**config.mk**
```make
export PLATFORM = sky130hd
export DESIGN_NAME = external_interrupt_priority_select_core
export DESIGN_NICKNAME = d
export VERILOG_FILES = /design/src/rtl/eips_pkg.sv /design/src/rtl/eips_arb.sv /design/src/rtl/eips_regs.sv /design/src/rtl/external_interrupt_priority_select_core.sv
export SDC_FILE = /design/constraint.sdc
export NUM_CORES = 1
export LEC_CHECK = 0
export CAP_MARGIN = 20
export CORE_ASPECT_RATIO = 1.75
export CORE_UTILIZATION = 45
export DETAILED_ROUTE_END_ITERATION = 10
export DONT_BUFFER_PORTS = 1
export GPL_TIMING_DRIVEN = 0
export SYNTH_ARGS = -nofsm -noshare
export SYNTH_HDL_FRONTEND = slang
export SYNTH_HIERARCHICAL = 1
export SYNTH_SLANG_ARGS = --single-unit
```
**constraint.sdc**
```tcl
create_clock -name clk -period 9.9 [get_ports clk]
set_clock_uncertainty 0.15 [all_clocks]
set_input_delay 1.485 -clock clk [delete_from_list [all_inputs] [get_ports clk]]
set_output_delay 1.485 -clock clk [all_outputs]
set_load 0.01 [all_outputs]
```
**src/rtl/eips_pkg.sv**
```systemverilog
`timescale 1ns / 1ps
// Package for the external interrupt priority select block.
// Holds beat types, action and source codes, register indexes and shared structs.
package eips_pkg;

	localparam int MAX_CPUS_DEF = 64;

	// Action codes of an input beat.
	localparam logic [2:0] ACT_TAKE     = 3'd0;
	localparam logic [2:0] ACT_KEY      = 3'd1;
	localparam logic [2:0] ACT_MALFUNC  = 3'd2;
	localparam logic [2:0] ACT_EMERG    = 3'd3;
	localparam logic [2:0] ACT_CALL     = 3'd4;
	localparam logic [2:0] ACT_SERVICE  = 3'd5;
	localparam logic [2:0] ACT_INTERVAL = 3'd6;

	// Interrupt source codes, highest priority first.
	localparam logic [2:0] SRC_KEY      = 3'd0;
	localparam logic [2:0] SRC_MALFUNC  = 3'd1;
	localparam logic [2:0] SRC_EMERG    = 3'd2;
	localparam logic [2:0] SRC_CALL     = 3'd3;
	localparam logic [2:0] SRC_CLKCMP   = 3'd4;
	localparam logic [2:0] SRC_TIMER    = 3'd5;
	localparam logic [2:0] SRC_INTERVAL = 3'd6;
	localparam logic [2:0] SRC_SERVICE  = 3'd7;

	// Configuration register indexes.
	localparam logic [1:0] REG_CPU_COUNT = 2'd0;
	localparam logic [1:0] REG_CLOCK_CMP = 2'd1;
	localparam logic [1:0] REG_PREFIX    = 2'd2;

	typedef struct packed {
		logic [2:0]         action;
		logic [5:0]         cpu_addr;
		logic [31:0]        service_parm;
		logic [7:0]         enable_mask;
		logic               guest_mode;
		logic [63:0]        tod_value;
		logic signed [63:0] cpu_timer_value;
	} in_item_t;

	typedef struct packed {
		logic        taken;
		logic [2:0]  int_source;
		logic [5:0]  source_cpu;
		logic [31:0] interrupt_parm;
	} out_item_t;

	// Single-bit pending sources and their kept values.
	typedef struct packed {
		logic        key;
		logic        call;
		logic [5:0]  call_sender;
		logic        interval;
		logic        service;
		logic [31:0] service_value;
	} pend_t;

	// Outcome of the priority selection for one take beat.
	typedef struct packed {
		logic        hit;
		logic [2:0]  int_source;
		logic [5:0]  source_cpu;
		logic [31:0] interrupt_parm;
	} dec_t;

endpackage

```
**src/rtl/eips_arb.sv**
```systemverilog
`timescale 1ns / 1ps
// Priority selection among pending external sources for one take beat.
// Purely combinational; uses types and codes from eips_pkg.
module eips_arb #(
	parameter int MAX_CPUS = eips_pkg::MAX_CPUS_DEF
) (
	input  eips_pkg::in_item_t    item,
	input  eips_pkg::pend_t       pend,
	input  logic [MAX_CPUS-1:0]   mal_srch,
	input  logic [MAX_CPUS-1:0]   emg_srch,
	input  logic [63:0]           clock_comparator,
	input  logic [19:0]           prefix_page,
	output eips_pkg::dec_t        dec,
	output logic [MAX_CPUS-1:0]   win_onehot
);

	logic [MAX_CPUS-1:0] mal_oh;
	logic [MAX_CPUS-1:0] emg_oh;
	logic [5:0]          mal_idx;
	logic [5:0]          emg_idx;
	logic                is_take;
	logic                clk_hit;
	logic [31:0]         svc_parm;

	// Isolate the lowest set bit: the lowest CPU address wins.
	assign mal_oh = mal_srch & (~mal_srch + {{(MAX_CPUS-1){1'b0}}, 1'b1});
	assign emg_oh = emg_srch & (~emg_srch + {{(MAX_CPUS-1){1'b0}}, 1'b1});

	always_comb begin
		mal_idx = '0;
		emg_idx = '0;
		for (int i = 0; i < MAX_CPUS; i++) begin
			if (mal_oh[i]) begin
				mal_idx = mal_idx | 6'(i);
			end
			if (emg_oh[i]) begin
				emg_idx = emg_idx | 6'(i);
			end
		end
	end

	assign is_take = (item.action == eips_pkg::ACT_TAKE);
	assign clk_hit = (item.tod_value > clock_comparator);

	// A parameter with any of bits 31:3 set is swapped between page zero and the prefix page; other pages pass unchanged.
	always_comb begin
		svc_parm = pend.service_value;
		if (pend.service_value[31:3] != '0) begin
			if (pend.service_value[31:12] == '0) begin
				svc_parm = {prefix_page, pend.service_value[11:0]};
			end else if (pend.service_value[31:12] == prefix_page) begin
				svc_parm = {20'b0, pend.service_value[11:0]};
			end
		end
	end

	always_comb begin
		dec = '0;
		dec.hit = is_take;
		if (pend.key && item.enable_mask[0] && !item.guest_mode) begin
			dec.int_source = eips_pkg::SRC_KEY;
		end else if ((mal_srch != '0) && item.enable_mask[1]) begin
			dec.int_source = eips_pkg::SRC_MALFUNC;
			dec.source_cpu = mal_idx;
		end else if ((emg_srch != '0) && item.enable_mask[2]) begin
			dec.int_source = eips_pkg::SRC_EMERG;
			dec.source_cpu = emg_idx;
		end else if (pend.call && item.enable_mask[3]) begin
			dec.int_source = eips_pkg::SRC_CALL;
			dec.source_cpu = pend.call_sender;
		end else if (clk_hit && item.enable_mask[4]) begin
			dec.int_source = eips_pkg::SRC_CLKCMP;
		end else if (item.cpu_timer_value[63] && item.enable_mask[5]) begin
			dec.int_source = eips_pkg::SRC_TIMER;
		end else if (pend.interval && item.enable_mask[6]) begin
			dec.int_source = eips_pkg::SRC_INTERVAL;
		end else if (pend.service && item.enable_mask[7] && !item.guest_mode) begin
			dec.int_source = eips_pkg::SRC_SERVICE;
			dec.interrupt_parm = svc_parm;
		end else begin
			dec.hit = 1'b0;
		end
	end

	assign win_onehot = (dec.int_source == eips_pkg::SRC_MALFUNC) ? mal_oh : emg_oh;

endmodule

```
**src/rtl/eips_regs.sv**
```systemverilog
`timescale 1ns / 1ps
// Configuration registers and pending-source state of the interrupt select block.
// Applies posts and take clears for each processed beat; uses eips_pkg.
module eips_regs #(
	parameter int MAX_CPUS = eips_pkg::MAX_CPUS_DEF
) (
	input  logic                  clk,
	input  logic                  arst_n,
	input  logic                  cfg_we,
	input  logic [1:0]            cfg_index,
	input  logic [63:0]           cfg_data,
	input  logic                  fire,
	input  eips_pkg::in_item_t    item,
	input  eips_pkg::dec_t        dec,
	input  logic [MAX_CPUS-1:0]   win_onehot,
	output eips_pkg::pend_t       pend,
	output logic [MAX_CPUS-1:0]   mal_srch,
	output logic [MAX_CPUS-1:0]   emg_srch,
	output logic [63:0]           clock_comparator,
	output logic [19:0]           prefix_page
);

	logic [6:0]          cpu_count_q;
	logic [63:0]         clock_cmp_q;
	logic [19:0]         prefix_page_q;
	logic [MAX_CPUS-1:0] mal_bits_q;
	logic [MAX_CPUS-1:0] emg_bits_q;
	eips_pkg::pend_t     pend_q;
	logic [MAX_CPUS-1:0] search_mask;
	logic [MAX_CPUS-1:0] cpu_dec;

	// Counts above the bitmap width enable every bit, so no saturation is needed.
	always_comb begin
		for (int i = 0; i < MAX_CPUS; i++) begin
			search_mask[i] = (cpu_count_q > 7'(i));
			cpu_dec[i]     = (item.cpu_addr == 6'(i));
		end
	end

	always_ff @(posedge clk or negedge arst_n) begin
		if (!arst_n) begin
			cpu_count_q   <= 7'd1;
			clock_cmp_q   <= '0;
			prefix_page_q <= '0;
		end else if (cfg_we) begin
			unique case (cfg_index)
				eips_pkg::REG_CPU_COUNT: cpu_count_q   <= cfg_data[6:0];
				eips_pkg::REG_CLOCK_CMP: clock_cmp_q   <= cfg_data;
				eips_pkg::REG_PREFIX:    prefix_page_q <= cfg_data[31:12];
				default: ;
			endcase
		end
	end

	always_ff @(posedge clk or negedge arst_n) begin
		if (!arst_n) begin
			mal_bits_q <= '0;
			emg_bits_q <= '0;
			pend_q     <= '0;
		end else if (fire) begin
			unique case (item.action)
				eips_pkg::ACT_TAKE: begin
					if (dec.hit) begin
						case (dec.int_source)
							eips_pkg::SRC_KEY:      pend_q.key <= 1'b0;
							eips_pkg::SRC_MALFUNC:  mal_bits_q <= mal_bits_q & ~win_onehot;
							eips_pkg::SRC_EMERG:    emg_bits_q <= emg_bits_q & ~win_onehot;
							eips_pkg::SRC_CALL:     pend_q.call <= 1'b0;
							eips_pkg::SRC_INTERVAL: pend_q.interval <= 1'b0;
							eips_pkg::SRC_SERVICE: begin
								pend_q.service       <= 1'b0;
								pend_q.service_value <= '0;
							end
							default: ;
						endcase
					end
				end
				eips_pkg::ACT_KEY:     pend_q.key <= 1'b1;
				eips_pkg::ACT_MALFUNC: mal_bits_q <= mal_bits_q | cpu_dec;
				eips_pkg::ACT_EMERG:   emg_bits_q <= emg_bits_q | cpu_dec;
				eips_pkg::ACT_CALL: begin
					pend_q.call        <= 1'b1;
					pend_q.call_sender <= item.cpu_addr;
				end
				eips_pkg::ACT_SERVICE: begin
					pend_q.service       <= 1'b1;
					pend_q.service_value <= item.service_parm;
				end
				eips_pkg::ACT_INTERVAL: pend_q.interval <= 1'b1;
				default: ;
			endcase
		end
	end

	assign pend             = pend_q;
	assign mal_srch         = mal_bits_q & search_mask;
	assign emg_srch         = emg_bits_q & search_mask;
	assign clock_comparator = clock_cmp_q;
	assign prefix_page      = prefix_page_q;

	// Taking a malfunction alert removes exactly one sender bit.
	a_mal_clear_one: assert property (@(posedge clk) disable iff (!arst_n)
		fire && item.action == eips_pkg::ACT_TAKE && dec.hit &&
		dec.int_source == eips_pkg::SRC_MALFUNC
		|=> $countones(mal_bits_q) == $countones($past(mal_bits_q)) - 1)
		else $error("malfunction take did not clear exactly one bit");

	a_key_post: assert property (@(posedge clk) disable iff (!arst_n)
		fire && item.action == eips_pkg::ACT_KEY |=> pend_q.key)
		else $error("key post not recorded");

endmodule

```
**src/rtl/external_interrupt_priority_select_core.sv**
```systemverilog
`timescale 1ns / 1ps
// Top level of the external interrupt priority select block.
// Depends on eips_pkg, eips_regs and eips_arb.
//
//   Port group   Direction  Handshake           Beat
//   in_*         input      in_valid/in_stall   eips_pkg::in_item_t
//   out_*        output     out_valid/out_stall eips_pkg::out_item_t
//   cfg_*        input      cfg_we              index and 64-bit data
//
// Each beat is held in the input register, where selection and state
// update happen, then a take that finds a source sits in the result register.
// Sustained rate is one beat per cycle while a stalled result does not hold the input register.
// Reset clears all pending sources and sets the CPU count to one.
// A stalled result holds the input register only when that beat also yields a result.
module external_interrupt_priority_select_core #(
	parameter int MAX_CPUS = eips_pkg::MAX_CPUS_DEF
) (
	input  logic                clk,
	input  logic                arst_n,
	input  logic                in_valid,
	output logic                in_stall,
	input  eips_pkg::in_item_t  in_data,
	output logic                out_valid,
	input  logic                out_stall,
	output eips_pkg::out_item_t out_data,
	input  logic                cfg_we,
	input  logic [1:0]          cfg_index,
	input  logic [63:0]         cfg_data
);

	eips_pkg::in_item_t  item_s1;
	logic                valid_s1;
	eips_pkg::out_item_t res_s2;
	logic                res_valid_s2;

	eips_pkg::pend_t     pend;
	eips_pkg::dec_t      dec;
	logic [MAX_CPUS-1:0] mal_srch;
	logic [MAX_CPUS-1:0] emg_srch;
	logic [MAX_CPUS-1:0] win_onehot;
	logic [63:0]         clock_comparator;
	logic [19:0]         prefix_page;
	logic                out_free;
	logic                fire;

	assign out_free = !res_valid_s2 || !out_stall;
	assign fire     = valid_s1 && (out_free || !dec.hit);
	assign in_stall = valid_s1 && !fire;

	always_ff @(posedge clk or negedge arst_n) begin
		if (!arst_n) begin
			valid_s1 <= 1'b0;
		end else if (in_valid && !in_stall) begin
			valid_s1 <= 1'b1;
		end else if (fire) begin
			valid_s1 <= 1'b0;
		end
	end

	always_ff @(posedge clk) begin
		if (in_valid && !in_stall) begin
			item_s1 <= in_data;
		end
	end

	always_ff @(posedge clk or negedge arst_n) begin
		if (!arst_n) begin
			res_valid_s2 <= 1'b0;
		end else if (out_free) begin
			res_valid_s2 <= fire && dec.hit;
		end
	end

	always_ff @(posedge clk) begin
		if (out_free && fire && dec.hit) begin
			res_s2.taken          <= 1'b1;
			res_s2.int_source     <= dec.int_source;
			res_s2.source_cpu     <= dec.source_cpu;
			res_s2.interrupt_parm <= dec.interrupt_parm;
		end
	end

	assign out_valid = res_valid_s2;
	assign out_data  = res_s2;

	eips_regs #(
		.MAX_CPUS(MAX_CPUS)
	) u_regs (
		.clk              (clk),
		.arst_n           (arst_n),
		.cfg_we           (cfg_we),
		.cfg_index        (cfg_index),
		.cfg_data         (cfg_data),
		.fire             (fire),
		.item             (item_s1),
		.dec              (dec),
		.win_onehot       (win_onehot),
		.pend             (pend),
		.mal_srch         (mal_srch),
		.emg_srch         (emg_srch),
		.clock_comparator (clock_comparator),
		.prefix_page      (prefix_page)
	);

	eips_arb #(
		.MAX_CPUS(MAX_CPUS)
	) u_arb (
		.item             (item_s1),
		.pend             (pend),
		.mal_srch         (mal_srch),
		.emg_srch         (emg_srch),
		.clock_comparator (clock_comparator),
		.prefix_page      (prefix_page),
		.dec              (dec),
		.win_onehot       (win_onehot)
	);

	a_taken_set: assert property (@(posedge clk) disable iff (!arst_n)
		out_valid |-> out_data.taken)
		else $error("result beat without taken flag");

	a_parm_only_service: assert property (@(posedge clk) disable iff (!arst_n)
		out_valid && out_data.int_source != eips_pkg::SRC_SERVICE
		|-> out_data.interrupt_parm == '0)
		else $error("parameter on a non-service result");

	a_hold_on_stall: assert property (@(posedge clk) disable iff (!arst_n)
		valid_s1 && dec.hit && res_valid_s2 && out_stall |-> in_stall)
		else $error("selecting beat advanced into a full result register");

	a_hit_only_take: assert property (@(posedge clk) disable iff (!arst_n)
		dec.hit |-> item_s1.action == eips_pkg::ACT_TAKE)
		else $error("selection reported for a post beat");

endmodule
```
==> out/qor.csv <==
metric,value,unit
status,finished clean,
Worst Path Arrival,8850,ps
Reg2Reg Launch Point,u_regs/cpu_count_q[3],
Bufs on Longest Clock Path,3,
Die Width,172,um
synthesized area,22700,um^2
WL final,92.8,mm
f_max,0.116,GHz
clk slew on worst S/H paths,70,ps
TritonRoute pass-1 iters,8,
GPL Wtd Cong,1.07,
fraction of layout cells with a size suffix above 1,0.139,
Crit Reg-Reg Endpoint,u_regs/mal_bits_q[37],
CP Capture Type,flop,
Tot GR Track Use,0.366,
clk root buf,clkbuf_16,
largest net degree at the start of global routing,264,
FP Rows,108,
Clock Sinks,419,
Crit path max-delay family,simple AND/OR/NAND/NOR gates,
Slew Limit Fails,0,
Port-buffer cells,0,
Num CTS Buffers,41,
clk_lat worst skew,560,ps
die area,51500,um^2
CP Class,reg2reg,
Antenna Nets Post-Route,0,
TritonCTS clock tree,yes,
Syn Nets,2461,
pre-CTS setup slack,1540,ps
fin util,0.508,
Area after DPL,23800,um^2
cts repair resizes,0,
CTS H-tree lvls,2,
Post CTS Setup Buffer Count,0,
RSZ-0062 raised after global routing,false,
Max VDD drop,0.000228,V
vias in the first global route,19200,
Synth Instances,2148,
Synth Warn #,6,
first-pass GRT wire length,132,mm
max-cap viol count,0,
WP buf/inv,6,
Initial Util,0.457,
Core ar.,49700,um^2
wire per inst,31.9,um
Max stage delay on crit path,1020,ps
hold buffer count at cts,0,
Crit-path slowest cell,nor4_1,
Reg2Reg Depth,17,
chip height,299,um
worst reg-to-reg setup slack,1310,ps
Setup WS post-layout,1310,ps
area grow syn2layout,11.0,%
Leakage,10.3,nW
Remaining DRCs,0,
"Design Area, Final",25200,um^2
num ports,293,
half-perimeter wire length after placement,69.8,mm
PD cells,199,nW/um^2
hold path cells,1,
initial antenna violation count,15,
Critical Path RT,10160,ps
fin nets,2523,
final worst path period need,8590,ps
Final Hold Viols,0,
crit path launch type,flop,
Iteration-0 DRC Markers,1839,
total grt overflow,0,
Hold Path Origin,item_s1[164],
Min-Delay Endpoint,u_regs/pend[27],
final worst-path cycle share,0.868,
Hold/Removal Path Class,reg2reg,
worst-path cell chain,clkbuf_1 > nor4_2 > a21boi_0 > nor4_1 > nand3_2 > nor4_1 > and2_1 > clkbuf_1 > a31oi_1 > a2111oi_1 > buf_2 > nor4bb_1 > clkbuf_1 > and2_1 > buf_2 > buf_2 > a21oi_1,
vias,19000,
worst slew pin tran,1200,ps
vias per inst,6.54,
final setup fails,0,
Mapped Avg Cell Area,10.6,um^2
worst-path maximum fanout,10,
Max-Slew Margin vs Limit,0.198,
where the power goes:
part / internal [mW] / total, mW / leakage [nW] / switching, mW
Sequential: 1.97 / 2.09 / 4.87 / 0.121
Combinational: 0.407 / 1.31 / 4.80 / 0.901
Clock: 0.926 / 1.63 / 0.660 / 0.705
Total: 3.30 / 5.03 / 10.3 / 1.73
flip-flops by register name (all words and copies together), names as in the netlist:
signal	cells
u_regs/prefix_page	20
u_regs/clock_comparator	64
out_data	41
u_regs/cpu_count_q	7
valid_s1	1
item_s1	115
u_regs/pend	42
u_regs/emg_bits_q	64
out_valid	1
u_regs/mal_bits_q	64
how the worst max path moves through the flow:
stage / cells past startpoint / slack [ps] / startpoint / endpoint
6_report: 17 / 1310 / u_regs/cpu_count_q[3] / u_regs/mal_bits_q[37]
5_1_grt: 19 / 920 / u_regs/cpu_count_q[1] / u_regs/emg_bits_q[48]
4_1_cts: 17 / 1480 / u_regs/cpu_count_q[3] / u_regs/mal_bits_q[34]
3_5_place_dp: 17 / 1540 / u_regs/cpu_count_q[3] / u_regs/mal_bits_q[34]
3_3_place_gp: 13 / -750 / u_regs/cpu_count_q[3] / item_s1[69]
2_1_floorplan: 14 / 2500 / u_regs/cpu_count_q[3] / item_s1[100]
final cells by class:
| cell class | count | area, um^2 |
|---|---|---|
| multi-input cells | 1501 | 10400 |
| diodes | 7 | 17.5 |
| flip-flops and latches | 419 | 11300 |
| clock inverters | 27 | 275 |
| fillers | 4609 | 24500 |
| repair buffers | 19 | 198 |
| plain buffers | 131 | 831 |
| clock buffers | 48 | 1090 |
| inverters | 97 | 364 |
| well taps | 660 | 826 |
cells in the final DEF, fill, tap and decap left out, drive strengths merged, types with 10 or more instances in the layout:
master / instances
a31oi: 136
nor4b: 14
nand2: 91
xnor2: 12
nor4: 43
nor2b: 75
clkinv: 16
a21boi: 22
edfxtp: 156
ha: 64
and4: 10
o211ai: 11
nand3b: 12
and2: 63
a21oi: 190
a21o: 23
o21a: 12
buf: 58
o21ai: 81
nand4: 57
or4: 19
nor2: 112
inv: 99
o31ai: 11
mux2: 97
nand3: 83
nor3b: 13
clkbuf: 137
a22o: 39
and3: 19
or3: 22
a22oi: 22
dfrtp: 262
nor3: 42
metrics by stage:
stage | instances | hold slack, ps | setup TNS, ps | power, mW
floorplan | 2148 | 292 | 0 | 2.86
global placement | 2808 | 307 | -82270 | 3.33
detailed placement | 2821 | 308 | 0 | 3.35
CTS | 2896 | 316 | 0 | 4.98
global route | 2904 | 335 | 0 | 5.19
finish | 2909 | 315 | 0 | 5.03
per-layer routing:
layer / track usage / vias up / part of all wire
li1: - / 8220 / -
met1: 0.355 / 9257 / 0.31
met2: 0.615 / 1084 / 0.49
met3: 0.115 / 435 / 0.083
met4: 0.328 / 16 / 0.11
met5: 0 / - / 0.0011
Note: power is estimated with default switching activity, not from simulation.
